==> src/hdl/ucp_pkg.sv <==
// shared constants and types for the setting command parser
`default_nettype none
package ucp_pkg;

  // character codes
  localparam logic [7:0] CH_NUL   = 8'h00;
  localparam logic [7:0] CH_TAB   = 8'h09;
  localparam logic [7:0] CH_LF    = 8'h0a;
  localparam logic [7:0] CH_VT    = 8'h0b;
  localparam logic [7:0] CH_FF    = 8'h0c;
  localparam logic [7:0] CH_CR    = 8'h0d;
  localparam logic [7:0] CH_SPACE = 8'h20;
  localparam logic [7:0] CH_PLUS  = 8'h2b;
  localparam logic [7:0] CH_COMMA = 8'h2c;
  localparam logic [7:0] CH_MINUS = 8'h2d;
  localparam logic [7:0] CH_ZERO  = 8'h30;
  localparam logic [7:0] CH_NINE  = 8'h39;
  localparam logic [7:0] CH_SEMI  = 8'h3b;
  localparam logic [7:0] CH_EQ    = 8'h3d;
  localparam logic [7:0] CH_UP_H  = 8'h48;
  localparam logic [7:0] CH_UP_P  = 8'h50;
  localparam logic [7:0] CH_UP_T  = 8'h54;
  localparam logic [7:0] CH_LO_H  = 8'h68;
  localparam logic [7:0] CH_LO_P  = 8'h70;
  localparam logic [7:0] CH_LO_T  = 8'h74;

  localparam int LINE_BYTES_DEF = 64;

  localparam logic [31:0] PERIOD_RST = 32'd4000;
  localparam logic [6:0]  TEMP_RST   = 7'd29;
  localparam logic [6:0]  HUM_RST    = 7'd70;
  localparam logic [6:0]  LIMIT_MAX  = 7'd99;

  // settings gathered over one line, handed over at its end
  typedef struct packed {
    logic        p_valid;
    logic [31:0] p_val;
    logic        t_valid;
    logic [6:0]  t_val;
    logic        h_valid;
    logic [6:0]  h_val;
  } line_evt_t;

endpackage
`default_nettype wire

==> src/hdl/ucp_line_parser.sv <==
// input register, line and token tracking, number accumulation
`default_nettype none
module ucp_line_parser
  import ucp_pkg::*;
#(
  parameter int LINE_BYTES = LINE_BYTES_DEF
) (
  input  wire logic       clk,
  input  wire logic       rst_n,
  input  wire logic       in_valid,
  output logic            in_ready,
  input  wire logic [7:0] in_rx_byte,
  output logic            evt_valid,
  input  wire logic       evt_ready,
  output line_evt_t       evt
);

  localparam int LW = $clog2(LINE_BYTES);

  localparam logic [2:0] PH_BETWEEN = 3'd0;
  localparam logic [2:0] PH_EQUALS  = 3'd1;
  localparam logic [2:0] PH_SPACE   = 3'd2;
  localparam logic [2:0] PH_SIGN    = 3'd3;
  localparam logic [2:0] PH_DIGITS  = 3'd4;
  localparam logic [2:0] PH_SKIP    = 3'd5;

  localparam logic [1:0] KIND_NONE = 2'd0;
  localparam logic [1:0] KIND_P    = 2'd1;
  localparam logic [1:0] KIND_T    = 2'd2;
  localparam logic [1:0] KIND_H    = 2'd3;

  logic          byte_v_r;
  logic [7:0]    byte_r;
  logic [LW-1:0] len_r,   len_nxt;
  logic          cut_r,   cut_nxt;
  logic [2:0]    phase_r, phase_nxt;
  logic [1:0]    kind_r,  kind_nxt;
  logic          neg_r,   neg_nxt;
  logic [31:0]   acc_r,   acc_nxt;
  logic          ovf_r,   ovf_nxt;
  line_evt_t     pend_r,  pend_nxt;

  logic        go, term, sep, dig, do_finish, clear;
  logic [35:0] prod;
  logic [31:0] acc_dig, fin_v;
  logic        ovf_dig;
  line_evt_t   pend_f;

  assign term = (byte_r == CH_LF) || (byte_r == CH_CR) || (byte_r == CH_SEMI);
  assign sep  = (byte_r == CH_SPACE) || (byte_r == CH_COMMA);
  assign dig  = (byte_r >= CH_ZERO) && (byte_r <= CH_NINE);

  // a line end with bytes held needs the result side free
  assign evt_valid = byte_v_r && term && (len_r != '0);
  assign go        = byte_v_r && (!evt_valid || evt_ready);
  assign in_ready  = !byte_v_r || go;

  always_ff @(posedge clk) begin
    if (!rst_n) begin
      byte_v_r <= 1'b0;
    end else if (in_valid && in_ready) begin
      byte_v_r <= 1'b1;
    end else if (go) begin
      byte_v_r <= 1'b0;
    end
    if (in_valid && in_ready) begin
      byte_r <= in_rx_byte;
    end
  end

  // acc * 10 + digit, saturating
  assign prod    = {1'b0, acc_r, 3'b000} + {3'b000, acc_r, 1'b0}
                 + {32'd0, byte_r[3:0] - CH_ZERO[3:0]};
  assign ovf_dig = ovf_r || (prod[35:32] != 4'd0);
  assign acc_dig = ovf_dig ? 32'hffff_ffff : prod[31:0];

  // value of the number being read, as if it ended now
  assign fin_v = (neg_r && !ovf_r) ? 32'(32'd0 - acc_r) : acc_r;

  always_comb begin
    pend_f = pend_r;
    if (do_finish) begin
      if (kind_r == KIND_P) begin
        pend_f.p_valid = 1'b1;
        pend_f.p_val   = fin_v;
      end
      if ((kind_r == KIND_T) && (fin_v <= 32'(LIMIT_MAX))) begin
        pend_f.t_valid = 1'b1;
        pend_f.t_val   = fin_v[6:0];
      end
      if ((kind_r == KIND_H) && (fin_v <= 32'(LIMIT_MAX))) begin
        pend_f.h_valid = 1'b1;
        pend_f.h_val   = fin_v[6:0];
      end
    end
  end

  assign evt = pend_f;

  always_comb begin
    len_nxt   = len_r;
    cut_nxt   = cut_r;
    phase_nxt = phase_r;
    kind_nxt  = kind_r;
    neg_nxt   = neg_r;
    acc_nxt   = acc_r;
    ovf_nxt   = ovf_r;
    do_finish = 1'b0;
    clear     = 1'b0;
    if (term) begin
      do_finish = (len_r != '0) && !cut_r && (phase_r == PH_DIGITS);
      clear     = 1'b1;
    end else if (len_r >= LW'(LINE_BYTES - 1)) begin
      // overlong line is thrown away
      clear = 1'b1;
    end else begin
      len_nxt = len_r + LW'(1);
      if (cut_r) begin
        // rest of line after a nul is ignored
      end else if (byte_r == CH_NUL) begin
        do_finish = (phase_r == PH_DIGITS);
        phase_nxt = PH_SKIP;
        cut_nxt   = 1'b1;
      end else begin
        case (phase_r)
          PH_BETWEEN: begin
            if (!sep) begin
              neg_nxt = 1'b0;
              acc_nxt = 32'd0;
              ovf_nxt = 1'b0;
              if ((byte_r == CH_UP_P) || (byte_r == CH_LO_P)) begin
                kind_nxt = KIND_P;
              end else if ((byte_r == CH_UP_T) || (byte_r == CH_LO_T)) begin
                kind_nxt = KIND_T;
              end else if ((byte_r == CH_UP_H) || (byte_r == CH_LO_H)) begin
                kind_nxt = KIND_H;
              end else begin
                kind_nxt = KIND_NONE;
              end
              phase_nxt = (kind_nxt == KIND_NONE) ? PH_SKIP : PH_EQUALS;
            end
          end
          PH_EQUALS: begin
            if (sep) begin
              phase_nxt = PH_BETWEEN;
            end else begin
              phase_nxt = (byte_r == CH_EQ) ? PH_SPACE : PH_SKIP;
            end
          end
          PH_SPACE: begin
            if (sep) begin
              phase_nxt = PH_BETWEEN;
            end else if ((byte_r == CH_TAB) || (byte_r == CH_VT) || (byte_r == CH_FF)) begin
              phase_nxt = PH_SPACE;
            end else if ((byte_r == CH_PLUS) || (byte_r == CH_MINUS)) begin
              neg_nxt   = (byte_r == CH_MINUS);
              phase_nxt = PH_SIGN;
            end else if (dig) begin
              acc_nxt   = acc_dig;
              ovf_nxt   = ovf_dig;
              phase_nxt = PH_DIGITS;
            end else begin
              phase_nxt = PH_SKIP;
            end
          end
          PH_SIGN: begin
            if (sep) begin
              phase_nxt = PH_BETWEEN;
            end else if (dig) begin
              acc_nxt   = acc_dig;
              ovf_nxt   = ovf_dig;
              phase_nxt = PH_DIGITS;
            end else begin
              phase_nxt = PH_SKIP;
            end
          end
          PH_DIGITS: begin
            if (dig) begin
              acc_nxt = acc_dig;
              ovf_nxt = ovf_dig;
            end else begin
              do_finish = 1'b1;
              phase_nxt = sep ? PH_BETWEEN : PH_SKIP;
            end
          end
          default: begin
            if (sep) begin
              phase_nxt = PH_BETWEEN;
            end
          end
        endcase
      end
    end
    pend_nxt = pend_f;
    if (clear) begin
      len_nxt   = '0;
      cut_nxt   = 1'b0;
      phase_nxt = PH_BETWEEN;
      kind_nxt  = KIND_NONE;
      neg_nxt   = 1'b0;
      acc_nxt   = 32'd0;
      ovf_nxt   = 1'b0;
      pend_nxt  = '0;
    end
  end

  always_ff @(posedge clk) begin
    if (!rst_n) begin
      len_r   <= '0;
      cut_r   <= 1'b0;
      phase_r <= PH_BETWEEN;
      kind_r  <= KIND_NONE;
      neg_r   <= 1'b0;
      acc_r   <= 32'd0;
      ovf_r   <= 1'b0;
      pend_r  <= '0;
    end else if (go) begin
      len_r   <= len_nxt;
      cut_r   <= cut_nxt;
      phase_r <= phase_nxt;
      kind_r  <= kind_nxt;
      neg_r   <= neg_nxt;
      acc_r   <= acc_nxt;
      ovf_r   <= ovf_nxt;
      pend_r  <= pend_nxt;
    end
  end

endmodule
`default_nettype wire

==> src/hdl/ucp_settings.sv <==
// setting registers and the result register
`default_nettype none
module ucp_settings
  import ucp_pkg::*;
(
  input  wire logic        clk,
  input  wire logic        rst_n,
  input  wire logic        evt_valid,
  output logic             evt_ready,
  input  wire line_evt_t   evt,
  output logic             out_valid,
  input  wire logic        out_ready,
  output logic             out_status,
  output logic             out_period_written,
  output logic [31:0]      out_period_value,
  output logic [15:0]      out_reload_value,
  output logic [6:0]       out_temp_threshold,
  output logic [6:0]       out_hum_threshold
);

  logic        period_r_v;
  logic [31:0] period_r, period_nxt;
  logic [6:0]  temp_r,   temp_nxt;
  logic [6:0]  hum_r,    hum_nxt;
  logic        out_valid_r;
  logic        status_r, written_r;
  logic [31:0] oper_r;
  logic [15:0] reload_r;
  logic [6:0]  otemp_r, ohum_r;
  logic        fire;

  assign evt_ready  = !out_valid_r || out_ready;
  assign fire       = evt_valid && evt_ready;
  assign period_r_v = evt.p_valid;

  assign period_nxt = period_r_v  ? evt.p_val : period_r;
  assign temp_nxt   = evt.t_valid ? evt.t_val : temp_r;
  assign hum_nxt    = evt.h_valid ? evt.h_val : hum_r;

  always_ff @(posedge clk) begin
    if (!rst_n) begin
      period_r    <= PERIOD_RST;
      temp_r      <= TEMP_RST;
      hum_r       <= HUM_RST;
      out_valid_r <= 1'b0;
    end else begin
      if (fire) begin
        period_r    <= period_nxt;
        temp_r      <= temp_nxt;
        hum_r       <= hum_nxt;
        out_valid_r <= 1'b1;
      end else if (out_ready) begin
        out_valid_r <= 1'b0;
      end
    end
    if (fire) begin
      status_r  <= !(evt.p_valid || evt.t_valid || evt.h_valid);
      written_r <= evt.p_valid;
      oper_r    <= period_nxt;
      // reload is period minus one, low half only
      reload_r  <= period_nxt[15:0] - 16'd1;
      otemp_r   <= temp_nxt;
      ohum_r    <= hum_nxt;
    end
  end

  assign out_valid          = out_valid_r;
  assign out_status         = status_r;
  assign out_period_written = written_r;
  assign out_period_value   = oper_r;
  assign out_reload_value   = reload_r;
  assign out_temp_threshold = otemp_r;
  assign out_hum_threshold  = ohum_r;

  a_limits_in_range: assert property (@(posedge clk) disable iff (!rst_n)
    (temp_r <= LIMIT_MAX) && (hum_r <= LIMIT_MAX))
    else $error("threshold setting above limit");

  a_result_matches_settings: assert property (@(posedge clk) disable iff (!rst_n)
    fire |=> (out_period_value == period_r) && (out_temp_threshold == temp_r)
             && (out_hum_threshold == hum_r))
    else $error("result does not match stored settings");

  a_written_means_ack: assert property (@(posedge clk) disable iff (!rst_n)
    (out_valid && out_period_written) |-> !out_status)
    else $error("period written but status is a format hint");

  a_reload_follows_period: assert property (@(posedge clk) disable iff (!rst_n)
    out_valid |-> (out_reload_value == 16'(out_period_value[15:0] - 16'd1)))
    else $error("reload value out of step with period");

  a_settings_hold: assert property (@(posedge clk) disable iff (!rst_n)
    !fire |=> $stable(period_r) && $stable(temp_r) && $stable(hum_r))
    else $error("settings changed without a line end");

endmodule
`default_nettype wire

==> src/hdl/uart_setting_command_parser.sv <==
// top level of the serial setting command parser
// Takes one received character per item and can accept an item every cycle. A byte
// sits in an input register while the line and token state is updated, and a line
// end that carries bytes passes from that register into the result register, which
// raises out_valid; the result is then held until it is taken. The only stall is a
// line end arriving while the previous result is still waiting to be taken; ordinary
// bytes keep flowing. Settings change only when a line ends: the last valid P, T and H
// value in the line wins, and T or H above 99 is ignored. A character that would make
// a line longer than LINE_BYTES-1 throws the line away without a result, and the
// bytes after it are parsed as a new line.
`default_nettype none
module uart_setting_command_parser
  import ucp_pkg::*;
#(
  parameter int LINE_BYTES = LINE_BYTES_DEF
) (
  input  wire logic        clk,
  input  wire logic        rst_n,
  input  wire logic        in_valid,
  output logic             in_ready,
  input  wire logic [7:0]  in_rx_byte,
  output logic             out_valid,
  input  wire logic        out_ready,
  output logic             out_status,
  output logic             out_period_written,
  output logic [31:0]      out_period_value,
  output logic [15:0]      out_reload_value,
  output logic [6:0]       out_temp_threshold,
  output logic [6:0]       out_hum_threshold
);

  logic      evt_valid;
  logic      evt_ready;
  line_evt_t evt;

  ucp_line_parser #(
    .LINE_BYTES (LINE_BYTES)
  ) u_parser (
    .clk        (clk),
    .rst_n      (rst_n),
    .in_valid   (in_valid),
    .in_ready   (in_ready),
    .in_rx_byte (in_rx_byte),
    .evt_valid  (evt_valid),
    .evt_ready  (evt_ready),
    .evt        (evt)
  );

  ucp_settings u_settings (
    .clk                (clk),
    .rst_n              (rst_n),
    .evt_valid          (evt_valid),
    .evt_ready          (evt_ready),
    .evt                (evt),
    .out_valid          (out_valid),
    .out_ready          (out_ready),
    .out_status         (out_status),
    .out_period_written (out_period_written),
    .out_period_value   (out_period_value),
    .out_reload_value   (out_reload_value),
    .out_temp_threshold (out_temp_threshold),
    .out_hum_threshold  (out_hum_threshold)
  );

endmodule
`default_nettype wire
==> config.mk <==
export PLATFORM = sky130hd
export DESIGN_NAME = uart_setting_command_parser
export DESIGN_NICKNAME = d
export VERILOG_FILES = /design/src/hdl/ucp_pkg.sv /design/src/hdl/ucp_line_parser.sv /design/src/hdl/ucp_settings.sv /design/src/hdl/uart_setting_command_parser.sv
export SDC_FILE = /design/constraint.sdc
export NUM_CORES = 1
export LEC_CHECK = 0
export BUFFER_PORTS_ARGS = -buffer_cell sky130_fd_sc_hd__buf_2
export CORE_UTILIZATION = 45
export CTS_CLUSTER_SIZE = 20
export DETAILED_ROUTE_END_ITERATION = 6
export SYNTH_ARGS = -nofsm -noshare
export SYNTH_HDL_FRONTEND = slang
export SYNTH_SLANG_ARGS = --single-unit
==> constraint.sdc <==
create_clock -name clk -period 4.7 [get_ports clk]
set_input_delay 0.705 -clock clk [delete_from_list [all_inputs] [get_ports clk]]
set_output_delay 0.705 -clock clk [all_outputs]
set_load 0.01 [all_outputs]
======== Word-level counts from Yosys, hierarchy flattened ========
Cells that the tools add are included.
storage, ports and cells
  register bits ........................... 215
  bits in latches ......................... 0
  bits in writable memories ............... 0
  memory bits (read-only) ................. 0
  output and inout bits ................... 66
  word-level logic and storage cells ...... 216
  memories kept ........................... 0
cells by class
  add/subtract/negate cells ............... 5
  multiply operators ...................... 0
  div/mod/pow operators ................... 0
  $lt $le $gt $ge ......................... 4
  equality and inequality tests ........... 37
  shifts and indexed selects .............. 0
  multiplexer cells ....................... 97
  bitwise gates (word level) .............. 0
  reductions and logical operators ........ 48
operator list
  operator                                                          number
  2-to-1 mux 32 bit                                                 14
  one-hot mux 32 bit (4 select lines)                               1
  2-to-1 mux 49 bit                                                 2
  == test 8 x 6 -> 1 bit (second input constant)                    6
  == test 8 x 7 -> 1 bit (second input constant)                    6
  2-to-1 mux 3 bit                                                  16
  == test 8 x 4 -> 1 bit (second input constant)                    5
  2-to-1 mux 1 bit                                                  37
  adder 35 x 33 -> 36 bit                                           1
  adder 36 x 4 -> 36 bit                                            1
  2-to-1 mux 33 bit                                                 1
  less-or-equal comparator 32 x 7 -> 1 bit (second input constant)  1
  2-to-1 mux 2 bit                                                  16
  subtractor 1 x 32 -> 32 bit (first input constant)                1
  2-to-1 mux 6 bit                                                  3
  2-to-1 mux 8 bit                                                  2
  subtractor 16 x 1 -> 16 bit (second input constant)               1
  logical OR 1 bit                                                  15
  one-hot mux 3 bit (5 select lines)                                1
  2-to-1 mux 7 bit                                                  2
  AND reduction 7 bit                                               2
  logical AND 1 bit                                                 11
  AND reduction 11 bit                                              1
  AND reduction 10 bit                                              1
  other kinds (28)                                                  44

======== Depth between registers and ports, before layout ========
  word-level depth ........................ 20
  depth in mapped cells ................... 16
  mapped depth without buffers ............ 12

======== Cells and area by module ========
From an unflattened synthesis, not the netlist that was laid out.
unflattened totals
  cells, all modules ...................... 1,479
  area total of the unflattened synthesis .. 13,311.5 um^2
modules (own cells, without submodules)
  module           times used  cells each  area each (um^2)  sequential area each (um^2)
  ucp_line_parser  1           1,108       8,683.3           2,162.1
  ucp_settings     1           371         4,628.2           2,862.7

======== Worst setup path before layout ========
Ideal clock, no wire load.
  kind .................................... flip-flop to flip-flop
  start ................................... reg u_parser.byte_r[4]
  end ..................................... reg u_settings.ohum_r[0], in the netlist u_settings.out_hum_threshold[0] (enable)
  setup time .............................. 0.453 ns
  arrival time ............................ 4.050 ns
  data required time ...................... 4.247 ns
  setup slack ............................. 0.197 ns
  cell stages (with the launch flop) ...... 9
  path buffers ............................ 2
  cells stage by stage .................... edfxtp_1 -> clkbuf_1 -> nor4_1 -> nand2_1 -> a21boi_1 -> a21boi_1 -> nand3_1 -> inv_1 -> clkbuf_1
on the way
  cells in the longest elaborated chain, start to end .. 6
RTL lines
  element                            line                   source
  start, declared                    ucp_line_parser.sv:33  logic [7:0] byte_r;
  start signal, assigned             ucp_line_parser.sv:67  byte_r <= in_rx_byte;
  == test 8 x 4 -> 1 bit             ucp_line_parser.sv:49  assign term = (byte_r == CH_LF) || (byte_r == CH_CR) || (byte_r == CH_SEMI);
  logical OR 1 bit                   ucp_line_parser.sv:49
  logical OR 1 bit *                 ucp_line_parser.sv:49
  logical AND 1 bit * (2 in series)  ucp_line_parser.sv:54  assign evt_valid = byte_v_r && term && (len_r != '0);
  logical AND 1 bit *                ucp_settings.sv:33     assign fire = evt_valid && evt_ready;
  named net u_settings.fire          ucp_settings.sv:30     logic fire;
  end signal, assigned               ucp_settings.sv:63     ohum_r <= hum_nxt;
  end, declared                      ucp_settings.sv:29     logic [6:0] otemp_r, ohum_r;
The timed path passes the listed nets; every way through them passes the cells marked *.
A chain may end at the register's enable or synchronous reset.

======== Worst setup path in the final report ========
  start ................................... reg u_parser.acc_r[2]
  end ..................................... reg u_parser.acc_r[25]
on the way
  cells in the longest elaborated chain, start to end .. 15
RTL lines
  element                                line                                                                    source
  start, declared                        ucp_line_parser.sv:39                                                   logic [31:0] acc_r, acc_nxt;
  start signal, assigned                 ucp_line_parser.sv:223                                                  acc_r <= acc_nxt;
  adder 35 x 33 -> 36 bit *              ucp_line_parser.sv:72                                                   assign prod = {1'b0, acc_r, 3'b000} + {3'b000, acc_r, 1'b0}
  adder 36 x 4 -> 36 bit *               ucp_line_parser.sv:73                                                   + {32'd0, byte_r[3:0] - CH_ZERO[3:0]};
  nonzero test 4 bit                     ucp_line_parser.sv:74                                                   assign ovf_dig = ovf_r || (prod[35:32] != 4'd0);
  logical OR 1 bit                       ucp_line_parser.sv:74
  2-to-1 mux 32 bit *                    ucp_line_parser.sv:75                                                   assign acc_dig = ovf_dig ? 32'hffff_ffff : prod[31:0];
  2-to-1 mux 32 bit *                    ucp_line_parser.sv:158, ucp_line_parser.sv:169, ucp_line_parser.sv:178
  2-to-1 mux 32 bit                      ucp_line_parser.sv:155                                                  end else if ((byte_r == CH_PLUS) || (byte_r == CH_MINUS)) begin
  2-to-1 mux 32 bit                      ucp_line_parser.sv:153                                                  end else if ((byte_r == CH_TAB) || (byte_r == CH_VT) || (byte_r == CH_FF)) begin
  2-to-1 mux 32 bit                      ucp_line_parser.sv:151                                                  if (sep) begin
  one-hot mux 32 bit (4 select lines) *  ucp_line_parser.sv:125                                                  case (phase_r)
  2-to-1 mux 32 bit *                    ucp_line_parser.sv:120                                                  end else if (byte_r == CH_NUL) begin
  2-to-1 mux 32 bit *                    ucp_line_parser.sv:118                                                  if (cut_r) begin
  2-to-1 mux 32 bit *                    ucp_line_parser.sv:113                                                  end else if (len_r >= LW'(LINE_BYTES - 1)) begin
  2-to-1 mux 32 bit *                    ucp_line_parser.sv:110                                                  if (term) begin
  2-to-1 mux 32 bit *                    ucp_line_parser.sv:195                                                  if (clear) begin
Every way passes the cells marked *; elsewhere a longest branch is shown, timed or not. The select of a mux whose other input is x is not followed.

==> results.py <==
metrics = {
    "outcome": {
        "outcome": "complete, no violations",
    },
    "timing": {
        "tightest_slew_ps": 1020,
        "tns_ps": 0,
        "fin_skew_ps": 19.7,
        "hold_violations": 0,
        "finalCriticalPeriod_ps": 4290,
        "fmax_mhz": 233,
        "drv_slew": 0,
        "setup_viol": 0,
        "grt_setup_unrepaired": "no",
        "finalCritPeriodShare": 0.913,
        "relSlewSlack": 0.316,
    },
    "run": {
        "maxCapViolations": 0,
    },
    "logic_synthesis": {
        "ys_seq_elements": 215,
        "yosys.area.top_type_share": 0.218,
        "synth_flop_cell": "dfxtp_1",
        "synth_edf_count": 72,
        "synth_fa_ha_area_frac": 0.0670,
        "synth-compound-area-share": 0.197,
        "yosysMostFrequentCell": "nand2_1",
        "synth.area.top_cells": "dfxtp_1 (22%), edfxtp_1 (16%), ha_1 (6.4%)",
        "synth_top_area_cell": "dfxtp_1",
        "syn-cell-area_um2": 13100,
        "yosysWarnings": 0,
        "synthMuxAreaShare": 0.0529,
        "synthSimpleGateAreaFrac": 0.203,
        "synthCells": 1461,
        "synth-xor-area-share": 0.0488,
        "seq_area_frac_synth": 0.383,
        "synthArstFlopShare": 0,
        "syn-num-nets": 1542,
        "synth_top_family_by_area": "simple AND/OR/NAND/NOR gates",
        "ys_top_cells_by_count": "nand2_1 (145), dfxtp_1 (143), nor2_1 (101)",
        "synthDistinctLibCells": 80,
        "post_synth.cell_area_avg_um2": 8.97,
    },
    "global_routing": {
        "grt_pass1_vias": 9940,
        "antenna_found_initial": 0,
        "grt_max_degree": 69,
        "grt_use_total": 0.216,
        "grt-ovfl-total": 0,
        "grt_first_pass_wirelength_mm": 53.5,
    },
    "critical_path": {
        "cp_cell_sequence": "fa_1 -> fa_1 -> a211oi_1 -> o31ai_1 -> o2111ai_1 -> a31oi_1 -> a31oi_1 -> o311ai_0 -> a221o_1 -> o21a_1 -> buf_4 -> a221o_1",
        "critPathMaxFanout": 31,
        "critPathArrivalTime_ps": 4680,
        "slowest_stage": "fa_1",
        "cp-start-kind": "register",
        "critPathKind": "reg -> reg",
        "cp-end-kind": "register",
        "worst_path_largest_cell_delay_ps": 500,
        "rr_worst_depth": 12,
        "required_ps": 5090,
    },
    "drt": {
        "wire_per_inst_um": 17.5,
        "drc_errors": 0,
        "drtAntennaViolNets": 0,
        "drt-total-wl_mm": 33.2,
        "viasPerCell": 5.72,
        "detailedRoute.firstPassIterationCount": 7,
        "num_vias": 10900,
        "drt_iter0_markers": 878,
    },
    "floorplanning": {
        "io_pins": 78,
        "core_area_um2": 28700,
        "dieWidth_um": 173,
        "design.die.area_um2": 29800,
        "start_util": 0.457,
        "die_y_um": 173,
        "num_rows": 62,
    },
    "cts": {
        "cts_buffers": 25,
        "clkSlewWorstSetupHoldPaths_ps": 50,
        "cts_tree": "done",
        "clk_latency_ps": 520,
        "cts.path.max_buffers": 3,
        "cts.sinks": 215,
        "cts_root_buf": "clkbuf_16",
        "htreeDepth": 1,
    },
    "layout": {
        "drive_gt1_frac": 0.144,
        "layout.nets": 1578,
        "syn2layout_area_growth_pct": 12.1,
        "utilization": 0.512,
        "n_antenna_cell": 0,
        "stdcell_count": 1900,
    },
    "power_and_ir_drop": {
        "power.density_nw_per_um2": 269,
        "power.leakage_nw": 5.77,
        "pwr-share-comb": 0.036,
        "internal-power_w": 0.00309,
        "pwr-share-clk": 0.474,
        "p_sw_frac": 0.218,
        "p_switching_w": 0.000862,
        "ir_worst_vdd_mv": 0.228,
        "pwr-share-seq": 0.490,
    },
    "place": {
        "io_buffers": 77,
        "place.gp.congestion": 0.892,
        "dp.cells": 1853,
        "hpwl_mm": 23.5,
    },
    "hold_path": {
        "hp-class": "in -> reg",
        "hold_depth": 1,
    },
}
critical path, delay by kind of cell (launching register included):
| kind | cells | cell delay (ps) |
|---|---|---|
| AOI/OAI and AO/OA | 9 | 2490 |
| adders and majority gates | 2 | 990 |
| buffers and inverters | 1 | 220 |
| DFF | 1 | 450 |
metal layers:
layer,track usage,share of wire,vias up
met2,0.334,0.44,265
li1,-,-,5474
met1,0.323,0.51,5085
met4,0.0457,0.015,0
met3,0.0240,0.043,36
met5,0,0,-
cells by family (layout without fill, tap and decap cells):
family / after synthesis / after routing
AND/OR/NAND/NOR: 524 / 524
AO/OA/AOI/OAI: 367 / 367
flip-flops: 215 / 215
buffers and inverters: 146 / 201
XOR/XNOR: 73 / 73
adder cells (fa/ha/maj): 69 / 69
multiplexers: 67 / 67
layout by cell type (no fill, tap or decap), types with 10 or more instances in the layout:
| cell | Yosys | layout |
|---|---|---|
| a211oi_1 | 17 | 17 |
| a21boi_0 | 22 | 22 |
| a21o_1 | 11 | 11 |
| a21oi_1 | 79 | 79 |
| a221o_1 | 32 | 32 |
| a22oi_1 | 31 | 31 |
| a31oi_1 | 19 | 19 |
| and2_1 | 19 | 19 |
| buf_2 | 10 | 76 |
| buf_4 | 3 | 41 |
| clkbuf_16 | 0 | 25 |
| dfxtp_1 | 143 | 140 |
| edfxtp_1 | 72 | 72 |
| ha_1 | 67 | 67 |
| inv_1 | 34 | 33 |
| mux2_2 | 17 | 17 |
| mux2i_1 | 49 | 49 |
| nand2_1 | 145 | 145 |
| nand2b_1 | 17 | 17 |
| nand3_1 | 52 | 51 |
| nand4_1 | 19 | 19 |
| nor2_1 | 101 | 101 |
| nor2b_1 | 50 | 48 |
| nor3_1 | 38 | 37 |
| nor3b_1 | 10 | 10 |
| nor4_1 | 19 | 19 |
| o21ai_0 | 65 | 65 |
| or2_2 | 11 | 11 |
| xnor2_1 | 41 | 41 |
| xor2_1 | 32 | 32 |
timing repair:
action / CTS / global route
setup endpoints to repair: 0 / 30
hold buffers: 0 / 0
setup buffers: 0 / 1
resized for setup: 0 / 2
power by group through the flow:
stage          Clock (W)  Combinational [W]  Sequential, W
3_3_place_gp           0           0.000139        0.00198
6_report         0.00187           0.000144        0.00194
4_1_cts          0.00192           0.000141        0.00194
5_1_grt          0.00199           0.000158        0.00194
3_5_place_dp           0           0.000140        0.00198
2_1_floorplan          0           0.000108        0.00197
area by class of cell:
| class | count | area [um^2] |
|---|---|---|
| Clock buffer | 36 | 717 |
| Clock inverter | 10 | 87.6 |
| Fill cell | 2711 | 14000 |
| Inverter | 34 | 130 |
| Multi-Input combinational cell | 1100 | 7480 |
| Sequential cell | 215 | 5030 |
| Tap cell | 384 | 480 |
| Timing Repair Buffer | 121 | 768 |
through the flow:
stage / worst slack [ps] / power [W] / cell area [um^2] / hold WS, ps
finish: 409 / 0.00395 / 14700 / 356
global placement: 449 / 0.00212 / 13900 / 449
floorplan: 197 / 0.00207 / 13100 / 439
detailed placement: 312 / 0.00212 / 13900 / 457
CTS: 269 / 0.00399 / 14700 / 336
global route: 66.1 / 0.00408 / 14700 / 332
registers in the layout (all words and copies together) (netlist names), 2 cells and up:
signal	count
u_parser.phase_r	3
u_settings.period_r	32
u_parser.byte_r	8
u_settings.hum_r	7
u_parser.pend_r	49
u_settings.out_temp_threshold	7
u_settings.out_reload_value	16
u_parser.acc_r	32
u_settings.temp_r	7
u_parser.len_r	6
u_settings.out_hum_threshold	7
u_parser.kind_r	2
u_settings.out_period_value	32
path summary, 6_finish.rpt:
path,to,slack [ps],startpoint
worst max-delay path,u_parser.acc_r[25],410,u_parser.acc_r[2]
worst max register to register,u_parser.acc_r[25],410,u_parser.acc_r[2]
worst min register to register,u_settings.period_r[25],460,u_settings.period_r[25]
worst min-delay path,u_parser.byte_r[5],360,in_rx_byte[5]
(Power assumes the default switching activity.)
